`src/rtl/vertex_bulge_deform_defines.svh`:
```
// Assertion macros shared by the vertex bulge deformer RTL.
// Needs nothing else; included by files that carry assertions.
`ifndef VERTEX_BULGE_DEFORM_DEFINES_SVH
`define VERTEX_BULGE_DEFORM_DEFINES_SVH

// same-cycle implication
`define VBD_ASSERT_IMP(lbl, ck, rs, ante, cons, msg) \
  lbl: assert property (@(posedge ck) disable iff (rs) (ante) |-> (cons)) else $error(msg);

// next-cycle implication
`define VBD_ASSERT_NXT(lbl, ck, rs, ante, cons, msg) \
  lbl: assert property (@(posedge ck) disable iff (rs) (ante) |=> (cons)) else $error(msg);

`endif

```
`src/rtl/vbd_pkg.sv`:
```
// Package for the vertex bulge deformer: widths, register indexes, shared structs.
// No dependencies.
`timescale 1ns / 1ps
`default_nettype none
package vbd_pkg;

  localparam int FRAC_BITS  = 16;
  localparam int CW         = 32;          // coordinate width
  localparam int RW         = 31;          // radius / distance width
  localparam int SUM_W      = 2 * RW;      // sum of squares
  localparam int SQRT_STEPS = RW;
  localparam int PROD_W     = CW + RW;     // |m| * |d|
  localparam int DIV_STEPS  = CW;
  localparam int Q_DEPTH    = 4;
  localparam int Q_AW       = 2;
  localparam int CNT_W      = 3;
  localparam logic [CNT_W-1:0] Q_FULL = Q_DEPTH[CNT_W-1:0];
  localparam int IDX_W      = 3;

  typedef enum logic [IDX_W-1:0] {
    REG_CENTER_X = 3'd0,
    REG_CENTER_Y = 3'd1,
    REG_CENTER_Z = 3'd2,
    REG_RADIUS   = 3'd3,
    REG_STRENGTH = 3'd4
  } reg_idx_t;

  typedef struct packed {
    logic [2:0][CW-1:0] center;
    logic [RW-1:0]      radius;
    logic [CW-1:0]      strength;
  } vbd_cfg_t;

  // what the back end carries for every vertex
  typedef struct packed {
    logic [2:0][CW-1:0] p;
    logic [2:0]         dneg;
    logic [2:0][RW-1:0] dmag;
    logic               go;
  } vbd_ctx_t;

  typedef struct packed {
    vbd_ctx_t         ctx;
    logic [SUM_W-1:0] sum;
  } vbd_item_t;

endpackage
`default_nettype wire

```
`src/rtl/vbd_queue.sv`:
```
// Short request queue between front and back end.
// Depends on vbd_pkg and the assertion macro header.
`timescale 1ns / 1ps
`default_nettype none
`include "vertex_bulge_deform_defines.svh"
module vbd_queue (
  input  logic                       clk,
  input  logic                       rst,
  input  logic                       push_valid,
  input  vbd_pkg::vbd_item_t         push_item,
  output logic [vbd_pkg::CNT_W-1:0]  count,
  output logic                       pop,
  output vbd_pkg::vbd_item_t         head
);

  vbd_pkg::vbd_item_t         slots [vbd_pkg::Q_DEPTH];
  logic [vbd_pkg::Q_AW-1:0]   wptr, rptr;

  // back end never stalls: drain every cycle something is held
  assign pop  = (count != '0);
  assign head = slots[rptr];

  always_ff @(posedge clk) begin
    if (rst) begin
      wptr  <= '0;
      rptr  <= '0;
      count <= '0;
    end else begin
      if (push_valid) begin
        wptr <= wptr + 1'b1;
      end
      if (pop) begin
        rptr <= rptr + 1'b1;
      end
      if (push_valid && !pop) begin
        count <= count + 1'b1;
      end else if (pop && !push_valid) begin
        count <= count - 1'b1;
      end
    end
    if (push_valid) begin
      slots[wptr] <= push_item;
    end
  end

  `VBD_ASSERT_IMP(a_q_no_overflow, clk, rst, push_valid && !pop, count < vbd_pkg::Q_FULL, "queue overflow")
  `VBD_ASSERT_NXT(a_q_count_up, clk, rst, push_valid && !pop, count == $past(count) + 1'b1, "count up")
  `VBD_ASSERT_NXT(a_q_count_dn, clk, rst, pop && !push_valid, count == $past(count) - 1'b1, "count down")

endmodule
`default_nettype wire

```
`config.mk`:
```
export PLATFORM = sky130hd
export DESIGN_NAME = vbd_queue
export DESIGN_NICKNAME = d
export VERILOG_FILES = /design/src/rtl/vbd_pkg.sv /design/src/rtl/vbd_queue.sv
export VERILOG_INCLUDE_DIRS = /design/src /design/src/rtl
export SDC_FILE = /design/constraint.sdc
export NUM_CORES = 1
export LEC_CHECK = 0
export BUFFER_PORTS_ARGS = -buffer_cell sky130_fd_sc_hd__buf_2
export CAP_MARGIN = 15
export CELL_PAD_IN_SITES_DETAIL_PLACEMENT = 0
export CELL_PAD_IN_SITES_GLOBAL_PLACEMENT = 1
export CORE_MARGIN = 2
export CORE_UTILIZATION = 40
export CTS_BUF_LIST = sky130_fd_sc_hd__clkbuf_4 sky130_fd_sc_hd__clkbuf_8 sky130_fd_sc_hd__clkbuf_16
export DETAILED_ROUTE_END_ITERATION = 10
export PLACE_DENSITY = 0.62
export SLEW_MARGIN = 0
export SYNTH_ARGS = -nofsm -noshare
export SYNTH_HDL_FRONTEND = slang
export SYNTH_SLANG_ARGS = --single-unit
```
`constraint.sdc`:
```
create_clock -name clk -period 18.75 [get_ports clk]
set_input_delay 0.9375 -clock clk [delete_from_list [all_inputs] [get_ports clk]]
set_output_delay 0.9375 -clock clk [all_outputs]
set_load 0.01 [all_outputs]
```
* Word level (Yosys, flattened, before mapping) *
Memories as Yosys holds them, arrays and structs flattened. A register that Yosys moved wholly into a read port is not among the register bits.
Index checks and enable logic that the tools add are counted.

word-level totals
  memories kept = 1
  input port bits = 258
  flip-flop bits (word level) = 7
  word-level logic and storage cells = 20
  RAM bits = 1020
  output and inout bits = 259

cells by class
  reductions and logical operators = 6
  add/sub/neg operators = 4
  multiplexer cells = 6

memory list
  memory  words  bits a word  read ports  clocked after memory_dff  wr ports  RTL line         text
  slots   4      255          1           1                         1         vbd_queue.sv:16  vbd_pkg::vbd_item_t slots [vbd_pkg::Q_DEPTH];

operator list
  operator               count
  $mux W3                2
  $add A2 B1 Y2 const B  2
  $mux W2                2
  $add A3 B1 Y3 const B  1
  $reduce_bool A3 Y1     1
  $sub A3 B1 Y3 const B  1
  $logic_and A1 B1 Y1    2
  $logic_not A1 Y1       2
  $mux W1                2
  $reduce_bool A2 Y1     1

* Logic depth before layout (Yosys ltp) *
Gate-level depths: netlist of run 1.

  depth after elaboration = 4
  depth in mapped cells = 5
  gate-level depth less buffers = 5

* Worst setup path before layout of run 1 *
Ideal clock, no wire load.

  path type = input to register
  start = in push_valid
  end = mem slots[0][0] (netlist name) (enable)
  cell stages on the path = 1
  library setup time = 647 ps
  required time = 18103 ps
  buffers on the path = 0
  path slack = 11402 ps
  arrival = 6701 ps
  path through = and2_1

between the ends
  word-level cells in the longest chain between the ends = 2

ends and longest elaborated chain
  item                           RTL line         text
  start: declaration             vbd_queue.sv:9   input logic push_valid,
  $mux W1                        vbd_queue.sv:41  if (push_valid) begin
  $mux W1 (implied by the code)  vbd_queue.sv:42  slots[wptr] <= push_item;
  end: declaration               vbd_queue.sv:16

Every way passes these cells.

==> results.ini, run 1 <==
[logic_synthesis]
async_reset_ff_frac = 0
yosysMostFrequentCell = edfxtp_1
synth_ff_type = edfxtp_1
yosysUniqueCellTypes = 22
synth_warnings = 0
synth_top_cell_by_area = edfxtp_1
synth_top_area_frac = 0.818
syn_area_um2 = 37500
synth-seq-cells = 1029
syn_inst = 1377
synth_edf_count = 1020
synthTopCellsByArea = edfxtp_1 82%, mux4_2 15%, buf_12 1.2%, dfxtp_1 0.48%, buf_2 0.33%
seq_area_frac_synth = 0.822
syn_avg_cell_area_um2 = 27.2
syn_nets = 1640
synth_commonest_cells = 1020 x edfxtp_1, 255 x mux4_2, 25 x buf_2, 22 x buf_12, 9 x dfxtp_1

[timing]
tightestPinTransition_ps = 1070
tns_ps = 0
relSlewSlack = 0.288
finalSetupViolCount = 0
fin_crit_sh = 0.257
period_minus_slack_ps = 4830
final_hold_viol_count = 0
skew_ps = 21.7
rsz0062_at_grt = no
slew_violations = 0
max_clock_freq_mhz = 207

[cells_and_area]
layout-drive-gt1-share = 0.472
fin_util = 0.480
syn_to_final_growth_pct = 19.3
nNetsFinal = 2226

[setup_path]
crit_top_cell = buf_4
critPathTopFamily = buffers and inverters
cpPeakStageDelay_ps = 840
worstSetupStartpointType = flip-flop
slowest_stage = buf_4
crit_type = flip-flop to primary output
cp.arrival_ps = 3890
crit_fanout = 46
cp.required_ps = 17810
end_kind = primary output
cp.depth = 4
reg2reg_depth = 5
cp_num_buf_inv = 3
path_cells = buf_4 -> buf_4 -> mux4_2 -> buf_2

[clocking]
ctsResizeCount = 0
h-tree-depth = 3
cts-root-buf = clkbuf_16
insertion_delay_ps = 680
cts_made_buffers = 105
clk_pin_slew_worst_paths_ps = 60
ctsHoldBuffers = 0
cts_tree = done
postCtsSetupBuffers = 0
cts_num_sinks = 1029
cts_buffer_depth = 3

[die]
fp.coreArea_um2 = 93000
boundaryPins = 517
die_h_um = 310
rows = 112
fp.dieW_um = 310
start_util = 0.403
die_area_um2 = 96100

[power_and_ir_drop]
p_leak_nw = 14.9
ir_drop_v = 0.000102
cellPowerDensity_nw_per_um2 = 136

[drt]
wirelength_um = 76700
antenna_left = 0
firstDrtPassIters = 5
via_per_inst = 5.01
avgRoutedWirePerCell_um = 23.2
route.detailed.drc = 0
drt_iter0_drc = 1228
vias = 16600

[hold_path]
holdPathStages = 1
hp-class = input port to flip-flop

[run]
cap_violations = 0

[global_routing]
grt_max_degree = 129
grt_pass1_wl_um = 112000
antenna_found_initial = 33
grt_usage = 0.157
grt_pass1_vias = 17500
grt_overflow = 0

[placed_design]
portBuffers = 516
dp_hpwl_um = 46400
gp_congestion = 0.756

[status]
status = finished, final reports clean

[layer usage]
metal | wire length (µm) | global-route usage | vias to the layer above
met1 | 30500 | 0.196 | 8652
met5 | 393 | 0 | -
met2 | 36700 | 0.246 | 492
met4 | 1730 | 0.0471 | 54
li1 | - | - | 7207
met3 | 7310 | 0.0703 | 165
[worst paths after layout]
check	end	slack (ps)	start
setup / recovery	head[47]	13920	flip-flop
hold / removal	slots[1][160]$_DFFE_PP_	470	push_item[160]
setup reg to reg	slots[2][38]$_DFFE_PP_	15350	wptr[0]$_SDFFE_PP0P_
hold reg to reg	rptr[1]$_SDFFE_PP0P_	530	rptr[1]$_SDFFE_PP0P_
[logic make-up after synthesis]
logic type,synth area share
simple gates,0.00200
flops,0.822
mux,0.154
xor+xnor,0.00117
buf+inv,0.0179
fa+ha+maj,0.00167
compound gates,0.000802
[stage by stage]
step	setup WS (ps)	hold WS (ps)	power (mW)	area, µm²	instances
2_1_floorplan	11400	485	3.64	37500	1377
3_3_place_gp	14490	515	4.04	41200	3110
3_5_place_dp	14460	516	4.05	41200	3110
4_1_cts	13710	400	6.16	44700	3302
5_1_grt	13520	420	6.32	44700	3304
6_report	13920	467	6.06	44700	3309
[where the power goes]
group,switching [mW],leakage [nW],internal [mW],total (mW)
logic,0.674,3.68,0.595,1.27
registers,0.0462,9.44,2.65,2.70
clock network,0.840,1.74,1.25,2.09
total,1.56,14.9,4.50,6.06
[sequential cells by signal, indices dropped and copies added (netlist names), named ones only]
name   count
count      3
slots   1020
wptr       2
rptr       2
[cell type report]
| class | count | area, µm² |
|---|---|---|
| antenna | 7 | 17.5 |
| tap | 1254 | 1570 |
| multi-input combinational | 287 | 5990 |
| clock buffer | 124 | 2790 |
| fill | 7715 | 48300 |
| inverter | 3 | 11.3 |
| clock inverter | 68 | 721 |
| sequential | 1029 | 30800 |
| timing repair buffer | 537 | 2790 |
[placed cells by master, fill, tap and decap left out]
cell,instances
a21o_1,1
a21oi_1,1
and2_4,4
buf_12,4
buf_2,516
buf_4,17
bufinv_16,14
clkbuf_16,106
clkbuf_4,18
clkinv_1,25
clkinv_2,18
clkinv_4,3
clkinv_8,3
clkinvlp_4,2
dfxtp_1,7
dfxtp_4,2
diode_2,7
edfxtp_1,1020
ha_1,5
inv_1,3
inv_6,3
mux2_4,1
mux2i_1,1
mux4_2,255
nor2_1,7
nor2b_1,1
nor3_1,1
o21ai_0,2
o31ai_1,1
or3_1,2
xnor2_1,2
xor2_1,3
Power figures use the tool's default switching activity.
==> run 2: changes to the inputs <==
- PLACE_DENSITY: 0.62 -> 0.65
- clock period: 18.75 -> 4.3 ns (I/O delays scaled with it)
==> run 2 against run 1 <==
Effect of this change: clock power grew to 4.3 times the previous value; non-clock buffer count increased by 300; hold slack worse by 190 ps; register-to-register slack got worse by 13000 ps; wire length up 7.4%; combinational power rose to 4.7 times the previous value; critical path depth shrank 1; sequential share of layout area fell by 4.4 points; die area unchanged; clock skew decreased by 2.2 ps; core utilization grew 3.2 points; critical path type unchanged; via count is 8.4% higher.
==> results.ini, run 2 (same netlist as run 1, synthesis figures left out) <==
[die]
die_h_um = 310  ; unchanged
start_util = 0.403  ; unchanged
die_area_um2 = 96100  ; unchanged
boundaryPins = 517  ; unchanged
fp.coreArea_um2 = 93000  ; unchanged
rows = 112  ; unchanged
fp.dieW_um = 310  ; unchanged

[placed_design]
dp_hpwl_um = 52100  ; +12%
gp_congestion = 0.765  ; +1.3%
dpl_cell_area_um2 = 41700  ; +1.2%
portBuffers = 516  ; unchanged
dp_slack_ps = 1810  ; -12650 ps

[power_and_ir_drop]
pwr-share-clk = 0.335  ; -0.010
switching_share = 0.261  ; +0.00358
cellPowerDensity_nw_per_um2 = 560  ; +310%
p_comb_frac = 0.222  ; +0.013
power.switching_mw = 6.98  ; +350%
internal_power_mw = 19.8  ; +340%
seq_power_share = 0.443  ; -0.002
p_leak_nw = 16.2  ; +8.9%
ir_drop_v = 0.000403  ; +290%

[cells_and_area]
largest_reg_flops = 1020  ; unchanged
largest_register = slots
final_cell_mix = 1020 x edfxtp_1, 516 x buf_2, 258 x dlygate4sd3_1, 255 x mux4_2, 109 x clkbuf_16
nNetsFinal = 2528  ; +14%
design_area_um2 = 47700  ; +6.8%
top_regs = slots: 1020 flops, count: 3 flops
layout_commonest_cell = edfxtp_1
layout-drive-gt1-share = 0.430  ; -0.0412
fillers = 7403  ; -4.0%
syn_to_final_growth_pct = 27.4

[setup_path]
crit_type = flip-flop to primary output
cp.required_ps = 4090  ; -13720 ps
crit_fanout = 34  ; -26%
worstSetupStartpointType = flip-flop
end_kind = primary output
cp.arrival_ps = 2880  ; -1010 ps

[clocking]
insertion_delay_ps = 680  ; about the same
h-tree-depth = 3  ; unchanged
postCtsSetupBuffers = 0  ; unchanged
cts_buffer_depth = 3  ; unchanged
cts_num_sinks = 1029  ; unchanged
clk_pin_slew_worst_paths_ps = 60  ; about the same
cts_tree = done
cts-root-buf = clkbuf_16
cts_made_buffers = 107  ; +1.9%
ctsHoldBuffers = 258  ; +258
ctsResizeCount = 0  ; unchanged

[drt]
antenna_left = 0  ; unchanged
drt_iter0_drc = 1328  ; +8.1%
via_per_inst = 4.97  ; -0.73%
vias = 18000  ; +8.4%
route.detailed.drc = 0  ; unchanged
avgRoutedWirePerCell_um = 22.8  ; -1.7%
wirelength_um = 82300  ; +7.4%
firstDrtPassIters = 6  ; +1

[timing]
skew_ps = 19.5  ; -2.16 ps
finalSetupViolCount = 0  ; unchanged
period_minus_slack_ps = 3090
post-route-worst-setup-slack_ps = 1210  ; -12710 ps
slew_violations = 0  ; unchanged
tightestPinTransition_ps = 1050  ; -22.2 ps
rsz0062_at_grt = no
max_clock_freq_mhz = 324
final_hold_viol_count = 0  ; unchanged
relSlewSlack = 0.303  ; +0.0148
fin_crit_sh = 0.719
tns_ps = 0  ; unchanged

[global_routing]
antenna_found_initial = 14  ; -58%
grt_pass1_vias = 19300  ; +11%
grt_pass1_wl_um = 121000  ; +8.7%
grt_overflow = 0  ; unchanged
grt_usage = 0.171  ; +0.0143
grt_max_degree = 57  ; -56%

[run]
cap_violations = 0  ; unchanged

[hold_path]
hp-class = input port to flip-flop

[status]
status = finished, final reports clean

[run 2: cell types whose count changed in the layout (fill, tap and decap cells not counted), sizes merged]
cell,previous run,this run
clkinv,49,42
diode,7,8
clkinvlp,2,4
dlygate4sd3,0,258
buf,537,579
bufinv,14,8
clkbuf,124,138
[run 2: per-stage QoR]
step                 util  hold slack (ps)  power [mW]  instances
floorplan               -              314        15.8       1377
global placement    0.448              423        17.9       3152
detailed placement  0.448              431        17.9       3152
CTS                 0.513              210        27.2       3605
global route        0.513              253        27.9       3611
finish              0.513              279        26.7       3613
[run 2: final cells by class]
type                            instances  area (µm²)  area share
Clock inverter                         57         503      0.0105
Multi-Input combinational cell        287        5990       0.126
Clock buffer                          138        2950      0.0618
Tap cell                             1254        1570      0.0329
Timing Repair Buffer                  837        5860       0.123
Sequential cell                      1029       30800       0.646
Antenna cell                            8        20.0    0.000419
Inverter                                3        11.3    0.000236
[run 2: layer usage]
| metal | up-vias | track usage | share of wire |
|---|---|---|---|
| met5 | - | 0 | 0.0013 |
| met1 | 9419 | 0.213 | 0.39 |
| met3 | 106 | 0.0587 | 0.089 |
| li1 | 7807 | - | - |
| met4 | 16 | 0.0466 | 0.017 |
| met2 | 613 | 0.285 | 0.50 |
[run 2: power by group through the flow]
stage / clock (mW) / combinational [mW] / sequential (mW)
3_3_place_gp: 0 / 5.84 / 12.0
2_1_floorplan: 0 / 3.92 / 11.9
3_5_place_dp: 0 / 5.87 / 12.1
6_report: 8.95 / 5.94 / 11.9
5_1_grt: 9.57 / 6.41 / 11.9
4_1_cts: 9.19 / 6.10 / 11.9
[run 2: critical path: stages (launching register included)]
cell	delay (ps)
dfxtp_4	890
buf_4	490
mux4_2	590
buf_2	160
[run 2: path summary, 6_finish.rpt]
path                                       startpoint  cells after the start  slack, ps                      end
worst min register to register  count[1]$_SDFFE_PP0P_                      2        550    count[1]$_SDFFE_PP0P_
worst max-delay path                        flip-flop                      3       1210                head[125]
worst min-delay path                   push_item[242]                      2        280  slots[2][242]$_DFFE_PP_
worst max register to register   wptr[0]$_SDFFE_PP0P_                      4       1960   slots[0][31]$_DFFE_PP_
==> run 3: changes to the inputs <==
- clock period: 4.3 -> 2.8 ns (I/O delays scaled with it)
==> run 3 against run 2 <==
Effect of this change: flip-flop and latch count stayed put; non-clock buffer count up 16; core utilization rose by 0.39 points; sequential share of layout area down 0.48 points; hold slack worse by 69 ps; sequential power is 51% higher; power is 54% higher; clock-buffer cell count down 9; clock skew shrank 0.99 ps.
==> results.ini, run 3 (same netlist as run 1, synthesis figures left out) <==
[die]
rows = 112  ; unchanged
die_h_um = 310  ; unchanged
die_area_um2 = 96100  ; unchanged
fp.dieW_um = 310  ; unchanged
start_util = 0.403  ; unchanged
boundaryPins = 517  ; unchanged
fp.coreArea_um2 = 93000  ; unchanged

[timing]
post-route-worst-setup-slack_ps = 145  ; -1070 ps
rsz0062_at_grt = yes
slew_violations = 0  ; unchanged
relSlewSlack = 0.607  ; +0.304
skew_ps = 18.5  ; -0.995 ps
tightestPinTransition_ps = 590  ; -456 ps
max_clock_freq_mhz = 377
period_minus_slack_ps = 2660
fin_crit_sh = 0.948
finalSetupViolCount = 0  ; unchanged
final_hold_viol_count = 0  ; unchanged

[power_and_ir_drop]
cellPowerDensity_nw_per_um2 = 857  ; +53%
pwr-share-clk = 0.336  ; about the same
p_comb_frac = 0.227  ; +0.005
internal_power_mw = 30.5  ; +54%
ir_drop_v = 0.000577  ; +43%
seq_power_share = 0.438  ; -0.005
switching_share = 0.260  ; -0.000998
p_leak_nw = 16.3  ; +0.89%
power.switching_mw = 10.7  ; +54%

[placed_design]
placed_cells = 3169  ; +0.54%
dp_slack_ps = 778  ; -1030 ps
portBuffers = 516  ; unchanged
dp_hpwl_um = 51400  ; -1.4%
gp_congestion = 0.742  ; -3.1%

[hold_path]
hp-class = input port to flip-flop

[setup_path]
cp.required_ps = 2660  ; -1430 ps
reg2reg_slack_ps = 940  ; -1020 ps
endpoint = head[138]
reg2reg_depth = 3  ; -1
reg2reg_from = wptr[0]$_SDFFE_PP0P_
crit_type = flip-flop to primary output
worstSetupStartpointType = flip-flop
end_kind = primary output
crit_fanout = 54  ; +59%
worst_r2r_endpoint = slots[3][31]$_DFFE_PP_
cp.arrival_ps = 2520  ; -360 ps

[drt]
route.detailed.drc = 0  ; unchanged
antenna_left = 0  ; unchanged
wirelength_um = 80000  ; -2.8%
vias = 17800  ; -0.75%
via_per_inst = 4.91  ; -1.2%
avgRoutedWirePerCell_um = 22.0  ; -3.2%
drt_iter0_drc = 1162  ; -13%
firstDrtPassIters = 4  ; -2

[cells_and_area]
largest_register = slots
instances_no_fill = 3628  ; +0.42%
nNetsFinal = 2543  ; +0.59%
layout-drive-gt1-share = 0.433  ; +0.00258
layout_commonest_cell = edfxtp_1
largest_reg_flops = 1020  ; unchanged
syn_to_final_growth_pct = 28.4
fin_util = 0.517  ; +0.00387
top_regs = slots: 1020 flops, count: 3 flops
final_cell_mix = 1020 x edfxtp_1, 514 x buf_2, 257 x dlygate4sd3_1, 255 x mux4_2, 108 x clkbuf_16

[clocking]
cts_buffer_depth = 3  ; unchanged
insertion_delay_ps = 680  ; about the same
clk_pin_slew_worst_paths_ps = 60  ; about the same
cts_tree = done
cts_num_sinks = 1029  ; unchanged
cts-root-buf = clkbuf_16
cts_made_buffers = 106  ; -0.93%
postCtsSetupBuffers = 0  ; unchanged
h-tree-depth = 3  ; unchanged

[global_routing]
grt_overflow = 0  ; unchanged
grt_pass1_vias = 19300  ; -0.20%
grt_pass1_wl_um = 119000  ; -2.2%
grt_max_degree = 91  ; +60%
grt_usage = 0.165  ; -0.00553
antenna_found_initial = 8  ; -6

[status]
status = finished, final reports clean

[run]
cap_violations = 0  ; unchanged

## run 3: changes by cell type in the layout (fill, tap and decap cells not counted), sizes merged
cell / before / now
inv: 6 / 5
clkinv: 42 / 50
dlygate4sd3: 258 / 257
buf: 579 / 596
bufinv: 8 / 10
clkbuf: 138 / 129
diode: 8 / 7
## run 3: per-stage QoR
step / total power, mW / TNS, ps / area, µm² / hold WS, ps
6_report: 41.2 / 0 / 48100 / 210
5_1_grt: 43.0 / -214 / 48100 / 171
4_1_cts: 41.9 / 0 / 48000 / 140
3_5_place_dp: 27.6 / 0 / 42000 / 357
3_3_place_gp: 27.5 / 0 / 42000 / 348
2_1_floorplan: 24.3 / 0 / 37500 / 239
## run 3: what timing repair did
action | 4_1_cts | 5_1_grt
resized for setup | 0 | 5
hold buffers | 257 | 0
endpoints found under the setup margin | 0 | 52
endpoints found under the hold margin | 1029 | 0
## run 3: cell type report
type / count / area, µm²
clock inverter: 66 / 624
timing repair buffer: 853 / 6200
antenna: 7 / 17.5
multi-input combinational: 287 / 5990
fill: 7441 / 45000
tap: 1254 / 1570
sequential: 1029 / 30800
inverter: 3 / 11.3
clock buffer: 129 / 2860
## run 3: worst min-delay path by stage
stage | end | startpoint | cells after the start
CTS | slots[2][242]$_DFFE_PP_ | push_item[242] | 2
global route | slots[1][242]$_DFFE_PP_ | push_item[242] | 2
finish | slots[2][234]$_DFFE_PP_ | push_item[234] | 2
floorplan | slots[0][0]$_DFFE_PP_ | push_item[0] | 0
detailed placement | slots[0][212]$_DFFE_PP_ | push_item[212] | 1
global placement | slots[0][155]$_DFFE_PP_ | push_item[155] | 1
## run 3: power by group through the flow
stage | Combinational, mW | Clock (mW) | Sequential (mW)
after global placement | 9.23 | 0 | 18.3
after detailed placement | 9.24 | 0 | 18.4
after floorplan | 6.03 | 0 | 18.2
after global routing | 10.1 | 14.8 | 18.1
after CTS | 9.59 | 14.2 | 18.0
final | 9.34 | 13.8 | 18.0
## run 3: worst max-delay path, stage by stage (launching register included)
cell	delay, ps
dfxtp_4	570
buf_16	340
mux4_2	630
buf_6	150
## run 3: per-layer routing
layer,share of wire,track usage,vias to the layer above
met2,0.51,0.282,518
met3,0.073,0.0481,119
met5,0.00050,0,-
li1,-,-,7846
met4,0.025,0.0540,6
met1,0.39,0.203,9337
